--- config.mk ---
export PLATFORM = sky130hd
export DESIGN_NAME = source_byte_tokenizer_flat
export DESIGN_NICKNAME = d
export VERILOG_FILES = /design/src/rtl/sbt_pkg.sv /design/src/rtl/sbt_if.sv /design/src/rtl/source_byte_tokenizer.sv /design/src/rtl/sbt_front.sv /design/src/rtl/sbt_back.sv /design/src/flat_wrapper.sv
export SDC_FILE = /design/constraint.sdc
export NUM_CORES = 1
export LEC_CHECK = 0
export BUFFER_PORTS_ARGS = -buffer_cell sky130_fd_sc_hd__buf_2
export CAP_MARGIN = 20
export CORE_MARGIN = 5
export CORE_UTILIZATION = 30
export DETAILED_ROUTE_END_ITERATION = 7
export PLACE_DENSITY = 0.48
export SYNTH_ARGS = -nofsm -noshare
export SYNTH_HDL_FRONTEND = slang
export SYNTH_SLANG_ARGS = --single-unit
--- constraint.sdc ---
create_clock -name clk_i -period 6.53 [get_ports clk_i]
set_clock_uncertainty 0.15 [all_clocks]
set_input_delay 0.3265 -clock clk_i [delete_from_list [all_inputs] [get_ports clk_i]]
set_output_delay 0.3265 -clock clk_i [all_outputs]
set_load 0.005 [all_outputs]
--- src/rtl/sbt_pkg.sv ---
`timescale 1ns / 1ps
// ----------------------------------------------------------------------------
// sbt_pkg: shared types and constants of the source byte tokenizer
// Token kind codes, the token item record and the token group that the
// scanner hands to the output queue.
// ----------------------------------------------------------------------------
package sbt_pkg;

  // Widths of the token fields on the output channel
  localparam int unsigned KIND_W  = 4;
  localparam int unsigned FIELD_W = 16;

  // Most tokens that one source byte can produce
  localparam int unsigned GROUP_MAX = 3;
  localparam int unsigned COUNT_W   = $clog2(GROUP_MAX + 1);

  // Depth of the token group queue
  localparam int unsigned QUEUE_DEPTH = 4;

  typedef enum logic [KIND_W-1:0] {
    KIND_IDENT  = 4'd0,
    KIND_INT    = 4'd1,
    KIND_STRING = 4'd2,
    KIND_ASSIGN = 4'd3,
    KIND_LPAREN = 4'd4,
    KIND_RPAREN = 4'd5,
    KIND_DOT    = 4'd6,
    KIND_PLUS   = 4'd7,
    KIND_MINUS  = 4'd8,
    KIND_STAR   = 4'd9,
    KIND_SLASH  = 4'd10,
    KIND_SEMI   = 4'd11,
    KIND_UNTERM = 4'd12,
    KIND_END    = 4'd13
  } token_kind_e;

  // One token as it leaves the block
  typedef struct packed {
    token_kind_e        kind;
    logic [FIELD_W-1:0] start;
    logic [FIELD_W-1:0] length;
    logic [FIELD_W-1:0] line;
  } token_t;

  // Tokens caused by one source byte, packed from slot 0 upward
  typedef struct packed {
    logic [COUNT_W-1:0]          count;
    token_t [GROUP_MAX-1:0]      tokens;
  } token_group_t;

  // Handshake between scanner and output queue
  typedef struct packed {
    logic         push;
    token_group_t group;
  } group_push_t;

endpackage

--- src/rtl/sbt_if.sv ---
`timescale 1ns / 1ps
// ----------------------------------------------------------------------------
// sbt_if: stream channels of the source byte tokenizer
// Byte channel into the block and token channel out of it, each with a
// valid/ready handshake.
// ----------------------------------------------------------------------------
interface sbt_in_if;
  logic       valid;
  logic       ready;
  logic [7:0] byte_value;
  logic       is_final;

  modport source (output valid, byte_value, is_final, input ready);
  modport sink (input valid, byte_value, is_final, output ready);
endinterface

interface sbt_out_if import sbt_pkg::*; ();
  logic               valid;
  logic               ready;
  logic [KIND_W-1:0]  token_kind;
  logic [FIELD_W-1:0] start_offset;
  logic [FIELD_W-1:0] token_length;
  logic [FIELD_W-1:0] line_number;
  logic               last_result;

  modport source (output valid, token_kind, start_offset, token_length, line_number,
                  last_result, input ready);
  modport sink (input valid, token_kind, start_offset, token_length, line_number,
                last_result, output ready);
endinterface

--- src/rtl/source_byte_tokenizer.sv ---
`timescale 1ns / 1ps
// ----------------------------------------------------------------------------
// source_byte_tokenizer: streaming lexical analyzer
// Scans source bytes and emits tokens with kind, start offset, length and
// line number.
// ----------------------------------------------------------------------------
// The block accepts one source byte per clock cycle whenever the queue has a
// free entry. Each byte is scanned in the cycle it is taken and produces
// zero to three tokens, which go as one group into a four-entry queue; the
// output side delivers one token per cycle from the head of that queue while
// the sink is ready. A token stream of up to one token per byte thus runs at
// one byte per cycle; bytes that end several tokens at once (a final byte, or
// a byte that both closes an identifier and is punctuation) take one output
// transfer per token. Offset and line count saturate at 2^OFFSET_BITS - 1 and
// are reported in their low 16 bits. After the final byte all state returns
// to its reset values and the next byte opens a new text.
module source_byte_tokenizer import sbt_pkg::*; #(
  parameter int unsigned OFFSET_BITS = 16
) (
  input  logic      clk_i,
  input  logic      rst_ni,
  sbt_in_if.sink    in_i,
  sbt_out_if.source out_o
);

  group_push_t push;
  logic        queue_ready;
  token_t      token;
  logic        last;

  // Scan and classify incoming bytes
  sbt_front #(
    .OFFSET_BITS(OFFSET_BITS)
  ) u_front (
    .clk_i         (clk_i),
    .rst_ni        (rst_ni),
    .valid_i       (in_i.valid),
    .ready_o       (in_i.ready),
    .byte_value_i  (in_i.byte_value),
    .is_final_i    (in_i.is_final),
    .queue_ready_i (queue_ready),
    .push_o        (push)
  );

  // Queue token groups and serialize them onto the output
  sbt_back u_back (
    .clk_i   (clk_i),
    .rst_ni  (rst_ni),
    .push_i  (push),
    .ready_o (queue_ready),
    .valid_o (out_o.valid),
    .ready_i (out_o.ready),
    .token_o (token),
    .last_o  (last)
  );

  assign out_o.token_kind   = token.kind;
  assign out_o.start_offset = token.start;
  assign out_o.token_length = token.length;
  assign out_o.line_number  = token.line;
  assign out_o.last_result  = last;

endmodule

--- src/rtl/sbt_front.sv ---
`timescale 1ns / 1ps
// ----------------------------------------------------------------------------
// sbt_front: byte scanner
// Classifies each source byte, keeps offset, line count and scan mode, and
// builds, combinationally, the group of tokens that the byte completes.
// ----------------------------------------------------------------------------
module sbt_front import sbt_pkg::*; #(
  parameter int unsigned OFFSET_BITS = 16
) (
  input  logic        clk_i,
  input  logic        rst_ni,
  input  logic        valid_i,
  output logic        ready_o,
  input  logic [7:0]  byte_value_i,
  input  logic        is_final_i,
  input  logic        queue_ready_i,
  output group_push_t push_o
);

  localparam int unsigned OB = OFFSET_BITS;

  typedef enum logic [3:0] {
    MODE_IDLE   = 4'b0001,
    MODE_IDENT  = 4'b0010,
    MODE_NUMBER = 4'b0100,
    MODE_STRING = 4'b1000
  } scan_mode_e;

  localparam logic [7:0] CH_LF    = 8'h0A;
  localparam logic [7:0] CH_QUOTE = 8'h22;

  function automatic logic [OB-1:0] sat_inc(input logic [OB-1:0] v);
    return (v == {OB{1'b1}}) ? v : v + {{(OB-1){1'b0}}, 1'b1};
  endfunction

  // Fit an offset-wide value onto a 16-bit output field
  function automatic logic [FIELD_W-1:0] to_field(input logic [OB-1:0] v);
    logic [OB+FIELD_W-1:0] ext;
    ext = {{FIELD_W{1'b0}}, v};
    return ext[FIELD_W-1:0];
  endfunction

  function automatic logic is_letter(input logic [7:0] b);
    return ((b >= 8'h61) && (b <= 8'h7A)) || ((b >= 8'h41) && (b <= 8'h5A));
  endfunction

  function automatic logic is_digit(input logic [7:0] b);
    return (b >= 8'h30) && (b <= 8'h39);
  endfunction

  scan_mode_e      mode_q, mode_d;
  logic [OB-1:0]   pos_q, pos_d;
  logic [OB-1:0]   start_q, start_d;
  logic [OB-1:0]   line_q, line_d;

  logic            fire;
  logic [OB-1:0]   end_pos;
  logic            consumed;
  logic            punct_hit;
  token_kind_e     punct_kind;
  logic            flush_v, mid_v;
  token_t          flush_tok, mid_tok, end_tok;
  logic [GROUP_MAX-1:0] cand_v;
  token_t [GROUP_MAX-1:0] cand;
  token_group_t    group;
  logic [COUNT_W-1:0] fill;

  assign fire    = valid_i && ready_o;
  assign ready_o = queue_ready_i;
  assign end_pos = sat_inc(pos_q);

  // Decode single-character punctuation
  always_comb begin
    punct_hit  = 1'b1;
    punct_kind = KIND_ASSIGN;
    unique case (byte_value_i)
      8'h3D:   punct_kind = KIND_ASSIGN;
      8'h28:   punct_kind = KIND_LPAREN;
      8'h29:   punct_kind = KIND_RPAREN;
      8'h2E:   punct_kind = KIND_DOT;
      8'h2B:   punct_kind = KIND_PLUS;
      8'h2D:   punct_kind = KIND_MINUS;
      8'h2A:   punct_kind = KIND_STAR;
      8'h2F:   punct_kind = KIND_SLASH;
      8'h3B:   punct_kind = KIND_SEMI;
      default: punct_hit = 1'b0;
    endcase
  end

  // Scan the byte: advance state and collect the tokens it ends
  always_comb begin
    mode_d    = mode_q;
    start_d   = start_q;
    line_d    = line_q;
    pos_d     = end_pos;
    consumed  = 1'b0;
    flush_v   = 1'b0;
    mid_v     = 1'b0;
    flush_tok = '{kind: KIND_IDENT, start: to_field(start_q),
                  length: to_field(pos_q - start_q), line: to_field(line_q)};
    mid_tok   = flush_tok;

    if (mode_q == MODE_STRING) begin
      if (byte_value_i == CH_QUOTE) begin
        flush_v          = 1'b1;
        flush_tok.kind   = KIND_STRING;
        flush_tok.length = to_field(end_pos - start_q);
        mode_d           = MODE_IDLE;
      end else if (byte_value_i == CH_LF) begin
        line_d = sat_inc(line_q);
      end
    end else begin
      // Close a pending identifier or number on a byte that cannot extend it
      if (mode_q == MODE_IDENT) begin
        if (is_letter(byte_value_i) || is_digit(byte_value_i)) begin
          consumed = 1'b1;
        end else begin
          flush_v = 1'b1;
          mode_d  = MODE_IDLE;
        end
      end else if (mode_q == MODE_NUMBER) begin
        if (is_digit(byte_value_i)) begin
          consumed = 1'b1;
        end else begin
          flush_v        = 1'b1;
          flush_tok.kind = KIND_INT;
          mode_d         = MODE_IDLE;
        end
      end
      // Scan the byte as in idle mode
      if (!consumed) begin
        if (byte_value_i == CH_LF) begin
          line_d = sat_inc(line_q);
        end else if (punct_hit) begin
          mid_v   = 1'b1;
          mid_tok = '{kind: punct_kind, start: to_field(pos_q),
                      length: to_field(end_pos - pos_q), line: to_field(line_q)};
        end else if (byte_value_i == CH_QUOTE) begin
          mode_d  = MODE_STRING;
          start_d = pos_q;
        end else if (is_letter(byte_value_i)) begin
          mode_d  = MODE_IDENT;
          start_d = pos_q;
        end else if (is_digit(byte_value_i)) begin
          mode_d  = MODE_NUMBER;
          start_d = pos_q;
        end
        // Tab, space, CR and any other byte fall through with no token
      end
    end

    end_tok = '{kind: KIND_END, start: to_field(end_pos), length: '0,
                line: to_field(line_d)};

    // Flush what the last byte leaves pending, then restart the text
    if (is_final_i) begin
      if (mode_d != MODE_IDLE) begin
        mid_v   = 1'b1;
        mid_tok = '{kind: KIND_IDENT, start: to_field(start_d),
                    length: to_field(end_pos - start_d), line: to_field(line_d)};
        if (mode_d == MODE_NUMBER) begin
          mid_tok.kind = KIND_INT;
        end else if (mode_d == MODE_STRING) begin
          mid_tok.kind = KIND_UNTERM;
        end
      end
      mode_d  = MODE_IDLE;
      pos_d   = '0;
      start_d = '0;
      line_d  = '0;
    end
  end

  // Pack the candidate tokens in order into the group
  always_comb begin
    cand_v = {is_final_i, mid_v, flush_v};
    cand   = {end_tok, mid_tok, flush_tok};
    group  = '0;
    fill   = '0;
    for (int i = 0; i < GROUP_MAX; i++) begin
      if (cand_v[i]) begin
        group.tokens[fill] = cand[i];
        fill               = fill + 1'b1;
      end
    end
    group.count = fill;
  end

  assign push_o.push  = fire && (fill != '0);
  assign push_o.group = group;

  // Hold scanner state between transactions
  always_ff @(posedge clk_i or negedge rst_ni) begin
    if (!rst_ni) begin
      mode_q  <= MODE_IDLE;
      pos_q   <= '0;
      start_q <= '0;
      line_q  <= '0;
    end else if (fire) begin
      mode_q  <= mode_d;
      pos_q   <= pos_d;
      start_q <= start_d;
      line_q  <= line_d;
    end
  end

endmodule

--- src/rtl/sbt_back.sv ---
`timescale 1ns / 1ps
// ----------------------------------------------------------------------------
// sbt_back: token group queue and output serializer
// Buffers token groups from the scanner and delivers their tokens one per
// transaction on the output channel.
// ----------------------------------------------------------------------------
module sbt_back import sbt_pkg::*; (
  input  logic               clk_i,
  input  logic               rst_ni,
  input  group_push_t        push_i,
  output logic               ready_o,
  output logic               valid_o,
  input  logic               ready_i,
  output token_t             token_o,
  output logic               last_o
);

  localparam int unsigned PTR_W = $clog2(QUEUE_DEPTH);
  localparam int unsigned CNT_W = $clog2(QUEUE_DEPTH + 1);
  localparam logic [CNT_W-1:0] FULL = CNT_W'(QUEUE_DEPTH);

  token_group_t       store_q [QUEUE_DEPTH];
  logic [PTR_W-1:0]   wr_q, wr_d;
  logic [PTR_W-1:0]   rd_q, rd_d;
  logic [CNT_W-1:0]   cnt_q, cnt_d;
  logic [COUNT_W-1:0] idx_q, idx_d;

  token_group_t       head;
  logic               out_fire;
  logic               pop;
  logic               push;

  assign ready_o  = (cnt_q != FULL);
  assign push     = push_i.push && ready_o;
  assign head     = store_q[rd_q];
  assign valid_o  = (cnt_q != '0);
  assign token_o  = head.tokens[idx_q[$clog2(GROUP_MAX)-1:0]];
  assign last_o   = (token_o.kind == KIND_END);
  assign out_fire = valid_o && ready_i;
  assign pop      = out_fire && ((idx_q + 1'b1) == head.count);

  // Advance pointers, fill count and token index
  always_comb begin
    wr_d  = push ? wr_q + 1'b1 : wr_q;
    rd_d  = pop ? rd_q + 1'b1 : rd_q;
    idx_d = idx_q;
    if (pop) begin
      idx_d = '0;
    end else if (out_fire) begin
      idx_d = idx_q + 1'b1;
    end
    unique case ({push, pop})
      2'b10:   cnt_d = cnt_q + 1'b1;
      2'b01:   cnt_d = cnt_q - 1'b1;
      default: cnt_d = cnt_q;
    endcase
  end

  always_ff @(posedge clk_i or negedge rst_ni) begin
    if (!rst_ni) begin
      wr_q  <= '0;
      rd_q  <= '0;
      cnt_q <= '0;
      idx_q <= '0;
    end else begin
      wr_q  <= wr_d;
      rd_q  <= rd_d;
      cnt_q <= cnt_d;
      idx_q <= idx_d;
    end
  end

  // Write the incoming group into its slot
  always_ff @(posedge clk_i) begin
    if (push) begin
      store_q[wr_q] <= push_i.group;
    end
  end

endmodule

--- src/flat_wrapper.sv ---
// flat-port wrapper written by rule: the top's interface ports become plain ports
module source_byte_tokenizer_flat import sbt_pkg::*;
#(
  parameter int unsigned OFFSET_BITS = 16
)
  (clk_i, rst_ni, in_i_valid, in_i_byte_value, in_i_is_final, in_i_ready, out_o_valid, out_o_token_kind, out_o_start_offset, out_o_token_length, out_o_line_number, out_o_last_result, out_o_ready);
  sbt_in_if in_i_i ();
  sbt_out_if out_o_i ();
  input  logic clk_i;
  input  logic rst_ni;
  input wire logic [$bits(in_i_i.valid)-1:0] in_i_valid;
  input wire logic [$bits(in_i_i.byte_value)-1:0] in_i_byte_value;
  input wire logic [$bits(in_i_i.is_final)-1:0] in_i_is_final;
  output wire logic [$bits(in_i_i.ready)-1:0] in_i_ready;
  output wire logic [$bits(out_o_i.valid)-1:0] out_o_valid;
  output wire logic [$bits(out_o_i.token_kind)-1:0] out_o_token_kind;
  output wire logic [$bits(out_o_i.start_offset)-1:0] out_o_start_offset;
  output wire logic [$bits(out_o_i.token_length)-1:0] out_o_token_length;
  output wire logic [$bits(out_o_i.line_number)-1:0] out_o_line_number;
  output wire logic [$bits(out_o_i.last_result)-1:0] out_o_last_result;
  input wire logic [$bits(out_o_i.ready)-1:0] out_o_ready;
  assign in_i_i.valid = in_i_valid;
  assign in_i_i.byte_value = in_i_byte_value;
  assign in_i_i.is_final = in_i_is_final;
  assign in_i_ready = in_i_i.ready;
  assign out_o_valid = out_o_i.valid;
  assign out_o_token_kind = out_o_i.token_kind;
  assign out_o_start_offset = out_o_i.start_offset;
  assign out_o_token_length = out_o_i.token_length;
  assign out_o_line_number = out_o_i.line_number;
  assign out_o_last_result = out_o_i.last_result;
  assign out_o_i.ready = out_o_ready;
  source_byte_tokenizer #(.OFFSET_BITS(OFFSET_BITS)) u_core (.clk_i(clk_i), .rst_ni(rst_ni), .in_i(in_i_i), .out_o(out_o_i));
endmodule
---- After elaboration in Yosys (flattened, before gate mapping) ----
Memory sizes are Yosys's and may differ from the RTL's.
Index checks and enable logic that the tools add are counted.
cells by class
  $add $sub $neg .......................... 13
  $lt $le $gt $ge ......................... 11
  equal/unequal tests ..................... 24
  mux-type cells .......................... 82
  reduce and logical (&&, ||, !) cells .... 17
operators by type and width
  operator                                                        count
  2-to-1 mux 52 bit                                               10
  bitwise mux 156 bit                                             2
  2-to-1 mux 156 bit                                              2
  2-to-1 mux 16 bit                                               18
  demux 52 bit (select 2 bit)                                     2
  binary-select mux 52 bit (select 2 bit)                         1
  equality test 8 x 6 -> 1 bit, second input constant             10
  2-to-1 mux 4 bit                                                16
  subtractor 16 bit                                               4
  adder 16 x 1 -> 16 bit, second input constant                   2
  equality test 16 bit, second input constant                     2
  case mux 4 bit (8 select lines)                                 1
  2-to-1 mux 1 bit                                                24
  >= comparator 8 x 7 -> 1 bit, second input constant             2
  less-or-equal comparator 8 x 7 -> 1 bit, second input constant  2
  equality test 4 bit, second input constant                      3
  adder 2 x 1 -> 2 bit, second input constant                     5
  logical AND 1 bit                                               10
  2-to-1 mux 2 bit                                                5
  < comparator 2 x 3 -> 1 bit, second input constant              3
  OR reduction 9 bit                                              1
  equality test 4 x 3 -> 1 bit, second input constant             2
  equality test 8 x 4 -> 1 bit, second input constant             1
  >= comparator 8 x 6 -> 1 bit, second input constant             1
  other kinds (14)                                                18
storage, ports and cells
  bits in registers ....................... 61
  RAM bits ................................ 632
  input bits .............................. 13
  output and inout port bits .............. 55
  logic and storage cells ................. 156
  memories ................................ 1
memories
  name                   words  width  rd ports  clocked after memory_dff  wr ports  line            RTL
  u_core.u_back.store_q  4      158    1         0                         1         sbt_back.sv:22  token_group_t store_q [QUEUE_DEPTH];

---- Depth between registers and ports, before layout ----
Gate-level depths: netlist (run 1).
  word-level depth ........................ 24
  gate-level depth with buffers ........... 22
  mapped depth without buffers ............ 19

---- By module ----
A second synthesis (run 1) with hierarchy kept.
unflattened totals
  cells, all modules ...................... 2412
  area, all modules ....................... 33598.5 um^2
by module, submodules not included
  module     times used  cells each  area each (um^2)  seq. area each (um^2)
  sbt_back   1           1056        24400.9           19203.4
  sbt_front  1           1356        9197.6            1302.5

---- Worst setup path before layout (run 1) ----
OpenSTA, ideal clock, no wires.
  path kind ............................... input to register
  start point ............................. in in_i_byte_value[4]
  end point ............................... mem u_core.u_back.store_q[0][0] (netlist name) (enable)
  library setup time ...................... 515 ps
  arrival ................................. 6583 ps
  data required time ...................... 5865 ps
  slack ................................... -718 ps
  stages .................................. 13
  path buffers ............................ 3
  cells stage by stage .................... buf_2 -> or4b_4 -> or3_4 -> nand2_4 -> a2111oi_4 -> o31ai_2 -> buf_4 -> nand2_1 -> ha_1 -> nand2_1 -> clkbuf_1 -> o21a_2 -> and2_1
between the ends
  longest elaborated chain between the ends .. 24
  elaborated cells on any way between the ends .. 64
  classes of those cells .................. add/sub: 2; order compare: 6; eq/ne: 12; mux: 35; reduce/logical: 9
RTL lines
  item                                                                                     line                RTL
  start: declaration                                                                       flat_wrapper.sv:12  input wire logic [$bits(in_i_i.byte_value)-1:0] in_i_byte_value;
  >= comparator 8 x 7 -> 1 bit or less-or-equal comparator 8 x 7 -> 1 bit (tied branches)  sbt_front.sv:44     return ((b >= 8'h61) && (b <= 8'h7A)) || ((b >= 8'h41) && (b <= 8'h5A));
  logical AND 1 bit                                                                        sbt_front.sv:44
  logical OR 1 bit                                                                         sbt_front.sv:44
  logical OR 1 bit                                                                         sbt_front.sv:115    if (is_letter(byte_value_i) || is_digit(byte_value_i)) begin
  2-to-1 mux 4 bit                                                                         sbt_front.sv:115
  2-to-1 mux 4 bit                                                                         sbt_front.sv:114    if (mode_q == MODE_IDENT) begin
  2-to-1 mux 4 bit                                                                         sbt_front.sv:144    end else if (is_digit(byte_value_i)) begin
  2-to-1 mux 4 bit                                                                         sbt_front.sv:141    end else if (is_letter(byte_value_i)) begin
  [8 not listed]                                                                           --
  2-to-1 mux 2 bit *                                                                       sbt_front.sv:181    if (cand_v[i]) begin
  adder 2 x 1 -> 2 bit                                                                     sbt_front.sv:183    fill = fill + 1'b1;
  2-to-1 mux 2 bit *                                                                       sbt_front.sv:181
  nonzero test 2 bit *                                                                     sbt_front.sv:189    assign push_o.push = fire && (fill != '0);
  logical AND 1 bit *                                                                      sbt_front.sv:189
  logical AND 1 bit *                                                                      sbt_back.sv:34      assign push = push_i.push && ready_o;
  2-to-1 mux 1 bit *                                                                       sbt_back.sv:75      if (push) begin
  2-to-1 mux 1 bit (not written as such) *                                                 sbt_back.sv:76      store_q[wr_q] <= push_i.group;
  end: declaration                                                                         sbt_back.sv:22
Every way passes the cells marked *; elsewhere a longest branch is shown, timed or not. The select of a mux whose other input is x is not followed.

==> reports/qor.csv, run 1 <==
metric,value,unit
status,completed,
Final Max Tran Viols,0,
Peak VDD IR,0.2591,mV
Port Buffers,67,
GRT overflow,0,
max_cap viols,0,
CP Cell Sequence,"nand2_1, or4_1, or3_1, nor2b_1, nor2b_1, xnor2_1, inv_1, ha_1, a211oi_1, nand2b_1, o21ai_0, a21oi_1, a21oi_1, xnor2_1, nor2_1, a221oi_1",
Initial DRC Count,1374,
largest fanout on the critical path,9,
Yosys cell types,85,
Reg-to-Reg End,u_core.u_back.store_q[0][27]$_DFFE_PP_,
GRT Util Overall,15.24,%
Slew @ Worst Pin,1.093,ns
CTS Buffer Depth,3,
yosys warns,0,
r2r startpoint,u_core.u_front.pos_q[4]$_DFFE_PN0P_,
Final GP Congestion,0.8735,
#FFs+latches synth,617,
placement row count,114,
CP startpoint kind,flop,
Worst Hold Endpoint,u_core.u_front.mode_q[1]$_DFFE_PN0P_,
final count of negative-setup-slack endpoints,0,
crit-path max cell delay,0.60,ns
pwr dens,429.8,mW/mm^2
reg2reg path depth,16,
CP arrival,5.95,ns
worst setup path class,flop to flop,
initial antenna violation count,1,
"FFs w/ async S/R, synth",9.887,%
Worst Path Required,6.70,ns
Sink Count,617,
Final #Nets,2221,
RSZ-0062 raised after global routing,no,
Routed WL,79840,um
Avg WL per Cell,23.03,um
Seq pwr share,36.5,%
largest net degree at the start of global routing,78,
"Avg Cell Area, Syn",14.17,sq um
Starting Density,30.20,%
DPL Wire Length,50880,um
Pleak,11.58,nW
Worst Setup End Kind,flop,
max_slew headroom,27.12,%
Comb pwr share,35.9,%
Vias,18052,
Hold Fails Final Rpt,0,
Num CTS Buffers,71,
worst min-delay path category,input pin to flop,
Fmax achieved,173.0,MHz
Pint,9.474,mW
Core ar.,0.09671,sq mm
"Core Util, Final",34.74,%
hold_sp,in_i_byte_value[6],
DIE AREA,0.1037,sq mm
minimum clock period,5.780,ns
Setup TNS,0,ns
Post CTS Setup Buffer Count,0,
Net Sw Power,4.964,mW
switching share of total power,34.38,%
register area,0.01823,sq mm
Reg2Reg Setup Slack,0.75,ns
DRT Pass-1 Iters,5,
Mapped Area,0.02920,sq mm
Fillers,9346,
Clock Tree Root,clkbuf_16,
Post-CTS Resized,0,
Worst Hold Depth,4,
layout cells sized above 1,18.07,%
Die Y,322.0,um
clk_lat worst skew,0.64,ns
antenna cell count,0,
TritonCTS clock tree,done,
Tcrit/Tclk final,88.51,%
Synth Flop Type,edfxtp_1,
Clock Pin Slew Worst Setup and Hold Paths,0.06,ns
Area Growth Syn to Fin,15.03,%
"Slowest-stage cell, CP",or4_1,
"EDFF count, synth",556,
vias in the first global route,18791,
sequential-to-total area share from yosys stat,62.40,%
Clock power frac,27.6,%
Syn Inst Count,2061,
IO Pins,68,
via/cell ratio,5.207,
Final ANT Viol Nets,0,
first-pass GRT wire length,120300,um
footprint of the multi-input gates,0.01030,sq mm
DRC viols,0,
die span in x,322.0,um
Syn Nets,2148,
htree depth,3,
## area by class of cell
type / count / area share [%]
inverters: 68 / 0.7598
well taps: 1276 / 4.752
multi-input cells: 1262 / 30.65
clock inverters: 38 / 1.326
clock buffers: 92 / 5.680
repair buffers: 114 / 2.555
flip-flops and latches: 617 / 54.27
## placed cells by master (no fill, tap or decap), types with 10 or more instances in the layout
master     Yosys  final
xor2_1        31     31
nor2b_1       16     16
mux2i_1       41     41
o31ai_1       10     10
nor3_1        20     20
clkinv_2       0     11
o221ai_1      13     13
nand3_1       26     26
o22ai_1       45     45
inv_1         67     67
a21oi_1       93     93
a21o_1        16     16
nand4_1       11     11
nand2_1      179    179
clkbuf_1      78     18
nor2_1       149    147
mux4_2       139    139
o21a_1        18     18
ha_1          69     69
buf_12         0     13
buf_4          2     31
o21ai_0      134    134
clkbuf_16      0     73
dfrtp_1       60     57
xnor2_1       42     42
clkinv_1       0     11
nand2b_1      18     18
a22o_1        12     12
and3_1        12     12
buf_2         11     67
a31oi_1       31     31
or3_1         11     11
edfxtp_1     556    556
## timing repair
action | 4_1_cts | 5_1_grt
endpoints found under the setup margin | 0 | 0
hold buffers | 3 | 0
hold endpoints to repair | 65 | 0
## cells in the mapped netlist (18+ instances only)
library cell	count	area share, %
edfxtp_1	556	57
nand2_1	179	2.3
nor2_1	149	1.9
mux4_2	139	11
o21ai_0	134	2.3
a21oi_1	93	1.6
clkbuf_1	78	1.0
ha_1	69	3.0
inv_1	67	0.86
dfrtp_1	60	5.1
o22ai_1	45	0.96
xnor2_1	42	1.3
mux2i_1	41	1.4
a31oi_1	31	0.66
xor2_1	31	0.93
nand3_1	26	0.45
buf_1	22	0.28
nor3_1	20	0.34
nand2b_1	18	0.39
o21a_1	18	0.46
## cell families (layout without fill, tap and decap cells)
| kind of cell | after synthesis | count (layout) | share of synthesized area (%) |
|---|---|---|---|
| AOI/OAI and AO/OA | 442 | 442 | 9.623 |
| adders and majority gates | 74 | 74 | 3.299 |
| buffers and inverters | 182 | 312 | 2.438 |
| DFF | 617 | 617 | 62.40 |
| muxes | 182 | 182 | 12.20 |
| xor gates and xnor gates | 73 | 73 | 2.189 |
| and+or+nand+nor | 491 | 491 | 7.849 |
## critical path: cells and delay by family (launching register included)
| kind | cells | cell delay [ns] |
|---|---|---|
| flops | 1 | 0.48 |
| simple gates | 7 | 1.91 |
| buf+inv | 1 | 0.18 |
| xor+xnor | 2 | 0.54 |
| compound gates | 5 | 1.84 |
| fa+ha+maj | 1 | 0.36 |
## power groups by stage
stage / Combinational, mW / Sequential, mW / Clock (mW)
after floorplan: 3.64 / 5.15 / 0
after global placement: 5.27 / 5.33 / 0
after detailed placement: 5.28 / 5.36 / 0
after CTS: 5.31 / 5.28 / 4.08
after global routing: 5.73 / 5.33 / 4.25
final: 5.18 / 5.27 / 3.99
## sequential cells by signal, indices dropped and copies added (netlist names)
| register | flops |
|---|---|
| u_core.u_front.start_q | 16 |
| u_core.u_back.cnt_q | 3 |
| u_core.u_back.idx_q | 2 |
| u_core.u_front.mode_q | 4 |
| u_core.u_back.store_q | 556 |
| u_core.u_back.rd_q | 2 |
| u_core.u_front.pos_q | 16 |
| u_core.u_front.line_q | 16 |
| u_core.u_back.wr_q | 2 |
## worst max-delay path by stage
| stage | to | startpoint | slack, ns |
|---|---|---|---|
| global placement | u_core.u_back.store_q[2][27]$_DFFE_PP_ | u_core.u_front.pos_q[4]$_DFFE_PN0P_ | 1.03 |
| global route | u_core.u_back.store_q[0][27]$_DFFE_PP_ | u_core.u_front.pos_q[4]$_DFFE_PN0P_ | 0.40 |
| CTS | u_core.u_back.store_q[0][27]$_DFFE_PP_ | u_core.u_front.pos_q[4]$_DFFE_PN0P_ | 0.85 |
| finish | u_core.u_back.store_q[0][27]$_DFFE_PP_ | u_core.u_front.pos_q[4]$_DFFE_PN0P_ | 0.75 |
| floorplan | u_core.u_back.store_q[0][0]$_DFFE_PP_ | in_i_byte_value[4] | 0.84 |
| detailed placement | u_core.u_back.store_q[2][27]$_DFFE_PP_ | u_core.u_front.pos_q[4]$_DFFE_PN0P_ | 0.90 |
## stage by stage
stage / hold WS, ns / setup slack (ns) / power, mW / cell area (sq um) / instances
floorplan: -0.1191 / 0.8363 / 8.788 / 29210 / 2061
global placement: 0.3208 / 1.033 / 10.59 / 31210 / 3334
detailed placement: 0.3483 / 0.8955 / 10.64 / 31210 / 3334
CTS: 0.03257 / 0.8532 / 14.68 / 33590 / 3467
global route: 0.06645 / 0.4019 / 15.31 / 33590 / 3467
finish: 0.06859 / 0.7502 / 14.44 / 33590 / 3467
## metal layers
layer  wire length [um]  GRT usage (%)
met2              38390          25.35
met5                  0              0
met4               2057          4.381
met3               3460          2.319
met1              35930          20.83
(Power assumes the default switching activity.)
==> inputs of run 2 (changes only) <==
Settings changed: CORE_ASPECT_RATIO set to 1.2.
==> run 2 against run 1 <==
Effect of this change: die area about the same; worst setup slack improved by 0.25 ns; non-clock buffer count shrank 1; sequential power decreased by 0.8%; first-iteration DRC count down 18%; power decreased by 0.14%; critical path depth decreased by 2; clock power is essentially flat; design area decreased by 0.29%; core utilization fell by 0.14 points; global-route usage about the same; cell count fell by 0.17%.
==> reports/qor.csv, run 2 (synthesis gave the netlist of run 1 again) <==
metric,value,unit
status,completed,
dpl ws,1.031,ns
Worst Setup End Kind,flop,
via/cell ratio,5.189,
Worst Hold Depth,4,
clk_lat worst skew,0.63,ns
DPL Wire Length,50830,um
CP Cell Sequence,"nand2_1, or4_1, or3_1, a21oi_1, inv_1, ha_1, nor2b_1, o31a_1, o221a_2, o311a_1, a211oi_1, mux2i_1, o21ai_0, a21boi_0",
TritonCTS clock tree,done,
Worst Path Buf+Inv,1,
Hold Fails Final Rpt,0,
initial antenna violation count,0,
worst min-delay path category,input pin to flop,
met3 Resource Use GR,2.274,%
die span in x,294.8,um
Core ar.,0.09681,sq mm
"delay-heaviest family, CP",compound AO/OA/AOI/OAI gates,
vias in the first global route,18720,
worst setup path class,flop to flop,
Final ANT Viol Nets,0,
design area,0.03350,sq mm
Area Growth Syn to Fin,14.70,%
DRC viols,0,
# hold bufs at CTS,3,
DRT Pass-1 Iters,5,
Fillers,9315,
CP arrival,5.73,ns
first-pass GRT wire length,119300,um
minimum clock period,5.534,ns
Post CTS Setup Buffer Count,0,
largest net degree at the start of global routing,113,
GRT Util Overall,15.23,%
"Most flops, register",u_core.u_back.store_q,
Slew @ Worst Pin,1.027,ns
max_cap viols,0,
Starting Density,30.17,%
crit-path max cell delay,0.60,ns
Tcrit/Tclk final,84.74,%
DIE AREA,0.1037,sq mm
"Slowest-stage cell, CP",or4_1,
"commonest non-fill, non-tap cells in the layout","556 x edfxtp_1, 179 x nand2_1, 147 x nor2_1",
Worst Path Required,6.73,ns
Fmax achieved,180.7,MHz
max reg flops,556,
pwr dens,430.5,mW/mm^2
GR Util met2,26.66,%
Port Buffers,67,
Final GP Congestion,0.8745,
total power draw,14.42,mW
largest fanout on the critical path,9,
RSZ-0062 raised after global routing,no,
GRT Max-Usage Layer,met2,
footprint of the multi-input gates,0.01030,sq mm
Post-CTS Resized,0,
Routed WL,79910,um
GRT overflow,0,
"commonest non-fill, non-tap cell in the layout",edfxtp_1,
placement row count,125,
Sink Count,617,
Die Y,351.8,um
Clock Tree Root,clkbuf_16,
final count of negative-setup-slack endpoints,0,
reg2reg path depth,14,
max_slew headroom,31.56,%
Initial DRC Count,1122,
Setup TNS,0,ns
CTS Buffer Depth,3,
met1 usage,19.31,%
stages on the worst setup path,14,
Num CTS Buffers,70,
Peak VDD IR,0.2028,mV
IO Pins,68,
Vias,17958,
Final Max Tran Viols,0,
htree depth,3,
CP startpoint kind,flop,
slack of the critical path,0.9962,ns
layout cells sized above 1,18.08,%
Final #Nets,2219,
Avg WL per Cell,23.09,um
register area,0.01823,sq mm
Clock Pin Slew Worst Setup and Hold Paths,0.06,ns
Pleak,11.55,nW
Post-DP Area,0.03112,sq mm
[run 2: changes by cell type in the layout (fill, tap and decap cells not counted), sizes merged]
cell	previous run	this run
buf	111	110
diode	0	1
clkinv	25	26
clkinvlp	4	2
clkbuf	92	90
bufinv	6	7
inv	71	73
[run 2: path summary, 6_finish.rpt]
| path | startpoint | to | slack [ns] |
|---|---|---|---|
| min reg2reg | u_core.u_back.cnt_q[2]$_DFFE_PN0P_ | u_core.u_back.cnt_q[2]$_DFFE_PN0P_ | 0.35 |
| max reg2reg | u_core.u_front.pos_q[4]$_DFFE_PN0P_ | u_core.u_back.store_q[2][25]$_DFFE_PP_ | 1.0 |
| max in group asynchronous | rst_ni | u_core.u_back.rd_q[0]$_DFFE_PN0P_ | 5.17 |
| min in group asynchronous | rst_ni | u_core.u_back.cnt_q[0]$_DFFE_PN0P_ | 0.32 |
| max | u_core.u_front.pos_q[4]$_DFFE_PN0P_ | u_core.u_back.store_q[2][25]$_DFFE_PP_ | 1.0 |
| min | in_i_byte_value[6] | u_core.u_front.mode_q[1]$_DFFE_PN0P_ | 0.08 |
[run 2: area by class of cell]
class	instances	area share (%)
flip-flops and latches	617	54.43
well taps	1270	4.744
multi-input cells	1262	30.74
repair buffers	113	2.316
clock inverters	40	1.483
inverters	68	0.7620
diodes	1	0.007471
clock buffers	90	5.513
[run 2: report_power, final]
| part | switching, mW | internal, mW | total (mW) |
|---|---|---|---|
| registers | 0.275 | 4.95 | 5.23 |
| clock network | 1.65 | 2.32 | 3.97 |
| logic | 3.04 | 2.18 | 5.22 |
[run 2: worst reg2reg max path, delay by kind of cell (launching register included)]
family	cells	cell delay, ns
AOI/OAI and AO/OA	7	2.43
and+or+nand+nor	4	1.46
buffers and inverters	1	0.25
DFF	1	0.48
muxes	1	0.16
adders and majority gates	1	0.32
[run 2: per-layer routing]
metal,share of wire [%],up-vias
met5,0,-
met4,3.2,0
met3,4.3,148
met2,50,429
met1,42,9229
li1,-,8152
[run 2: metrics by stage]
stage | hold slack (ns) | instances | util, %
CTS | 0.03481 | 3460 | 34.60
global placement | 0.3260 | 3326 | 32.12
global route | 0.1157 | 3460 | 34.60
finish | 0.08018 | 3461 | 34.60
floorplan | -0.1191 | 2061 | -
detailed placement | 0.3338 | 3327 | 32.14
==> inputs of run 3 (changes only) <==
Clock period 6.53 ns to 4.6 ns, I/O delays scaled along.
==> run 3 against run 2 <==
Effect of this change: die area unchanged; via count grew 3.3%; combinational power up 68%; flip-flop and latch count unchanged; worst setup slack got worse by 0.90 ns; maximum frequency is 23% higher; critical path type unchanged; highest routed layer unchanged.
==> reports/qor.csv, run 3 (synthesis gave the netlist of run 1 again) <==
metric,value,unit
IO Pins,68,
TritonCTS clock tree,done,
final count of negative-setup-slack endpoints,0,
DRT Pass-1 Iters,7,
Starting Density,30.17,%
design area,0.03527,sq mm
DRC viols,0,
Tcrit/Tclk final,97.94,%
antenna cell count,0,
Setup TNS,0,ns
placement row count,125,
largest net degree at the start of global routing,139,
layout cells sized above 1,27.08,%
via/cell ratio,5.109,
pwr dens,605.4,mW/mm^2
minimum clock period,4.505,ns
vias in the first global route,19535,
Worst Setup End Kind,flop,
"Most flops, register",u_core.u_back.store_q,
max reg flops,556,
Port Buffers,67,
worst setup path class,flop to flop,
Worst Path Required,4.77,ns
Final #Nets,2396,
RSZ-0062 raised after global routing,yes,
Clock Tree Root,clkbuf_16,
Vias,18546,
Avg WL per Cell,21.93,um
worst min-delay path category,input pin to asynchronous set/reset pin,
Hold Fails Final Rpt,0,
Slew @ Worst Pin,0.9852,ns
Peak VDD IR,0.9490,mV
Clock Pin Slew Worst Setup and Hold Paths,0.06,ns
CP startpoint kind,flop,
"Slowest-stage cell, CP",or4_4,
GRT overflow,0,
Initial DRC Count,1041,
CP Cell Sequence,"nand2_2, or4_4, or3_4, buf_6, nand3_2, buf_4, nor3_1, xnor2_1, inv_1, buf_4, ha_1, nand4_1, buf_4, o31ai_2, mux2i_1, a21oi_1, a21oi_2, o221ai_2",
"commonest non-fill, non-tap cells in the layout","556 x edfxtp_1, 204 x buf_4, 177 x nand2_1",
Fillers,9191,
GRT Util Overall,15.15,%
Worst Path Buf+Inv,5,
Final GP Congestion,0.8510,
htree depth,3,
Routed WL,79600,um
"commonest non-fill, non-tap cell in the layout",edfxtp_1,
total power draw,21.35,mW
die span in x,294.8,um
clk_lat worst skew,0.61,ns
status,completed,
DPL Wire Length,53140,um
max_slew headroom,34.32,%
Final ANT Viol Nets,0,
"delay-heaviest family, CP",simple AND/OR/NAND/NOR gates,
Pleak,12.47,nW
CTS Buffer Depth,3,
Num CTS Buffers,67,
max_cap viols,0,
largest fanout on the critical path,5,
Crit path top cell by count,buf_4,
crit-path max cell delay,0.51,ns
CP arrival,4.68,ns
DIE AREA,0.1037,sq mm
initial antenna violation count,2,
first-pass GRT wire length,120000,um
Fmax achieved,222.0,MHz
Final Max Tran Viols,0,
Area Growth Syn to Fin,20.77,%
Sink Count,617,
Core ar.,0.09681,sq mm
Post-DP Area,0.03247,sq mm
Die Y,351.8,um
run 3: cell count changes in the layout (fill, tap and decap cells not counted), moves of 5 or more:
cell / delta
a21oi_1: -10
a21oi_2: +8
buf_12: +9
buf_4: +168
ha_1: -7
ha_4: +7
inv_1: -6
inv_2: +6
nor2_1: -5
o21ai_0: -9
xnor2_1: -8
xnor2_2: +6
run 3: path summary, 6_finish.rpt:
path                                                startpoint                                endpoint  slack, ns  cells after the start
setup reg to reg           u_core.u_front.pos_q[4]$_DFFE_PN0P_  u_core.u_back.store_q[0][30]$_DFFE_PP_       0.09                     18
max in group asynchronous                               rst_ni       u_core.u_back.rd_q[0]$_DFFE_PN0P_       3.22                      3
hold reg to reg             u_core.u_back.cnt_q[0]$_DFFE_PN0P_      u_core.u_back.cnt_q[0]$_DFFE_PN0P_       0.36                      1
hold / removal                                          rst_ni       u_core.u_back.wr_q[1]$_DFFE_PN0P_       0.03                      2
setup / recovery           u_core.u_front.pos_q[4]$_DFFE_PN0P_  u_core.u_back.store_q[0][30]$_DFFE_PP_       0.09                     18
min in group clk_i                                  in_i_valid       u_core.u_back.wr_q[0]$_DFFE_PN0P_       0.07                      5
run 3: layer usage:
layer	track usage, %	routed length [um]	up-vias
met4	4.824	2425	0
met1	18.47	32870	9507
li1	-	-	8513
met2	27.80	41490	389
met5	0	0	-
met3	2.009	2806	137
run 3: timing repair:
action                                  in CTS  in global routing
hold endpoints to repair                    27                  0
endpoints found under the setup margin      64                 72
buffers inserted                             6                 10
gates resized for setup                     21                 74
hold buffers                                 4                  0
pin swaps                                   10                 32
run 3: power by group:
group	internal [mW]	total (mW)	switching, mW
combinational	4.00	8.79	4.80
clock	3.11	5.34	2.23
sequential	7.02	7.22	0.193
run 3: layout make-up:
cell class	instances	area [sq um]	area share (%)
repair buffers	293	2250	6.378
well taps	1270	1589	4.505
multi-input cells	1262	10760	30.50
clock inverters	31	362.8	1.029
flip-flops and latches	617	18230	51.69
inverters	68	255.2	0.7237
clock buffers	89	1822	5.165
run 3: stage by stage:
step	hold slack [ns]	setup WS, ns	util, %	std cells
4_1_cts	0.01304	0.001846	35.98	3620
3_3_place_gp	0.1572	-0.4184	33.54	3490
5_1_grt	0.05316	-0.07033	36.43	3630
3_5_place_dp	0.1502	-0.4638	33.54	3490
6_report	0.02761	0.09494	36.43	3630
2_1_floorplan	-0.2156	-0.05244	-	2061
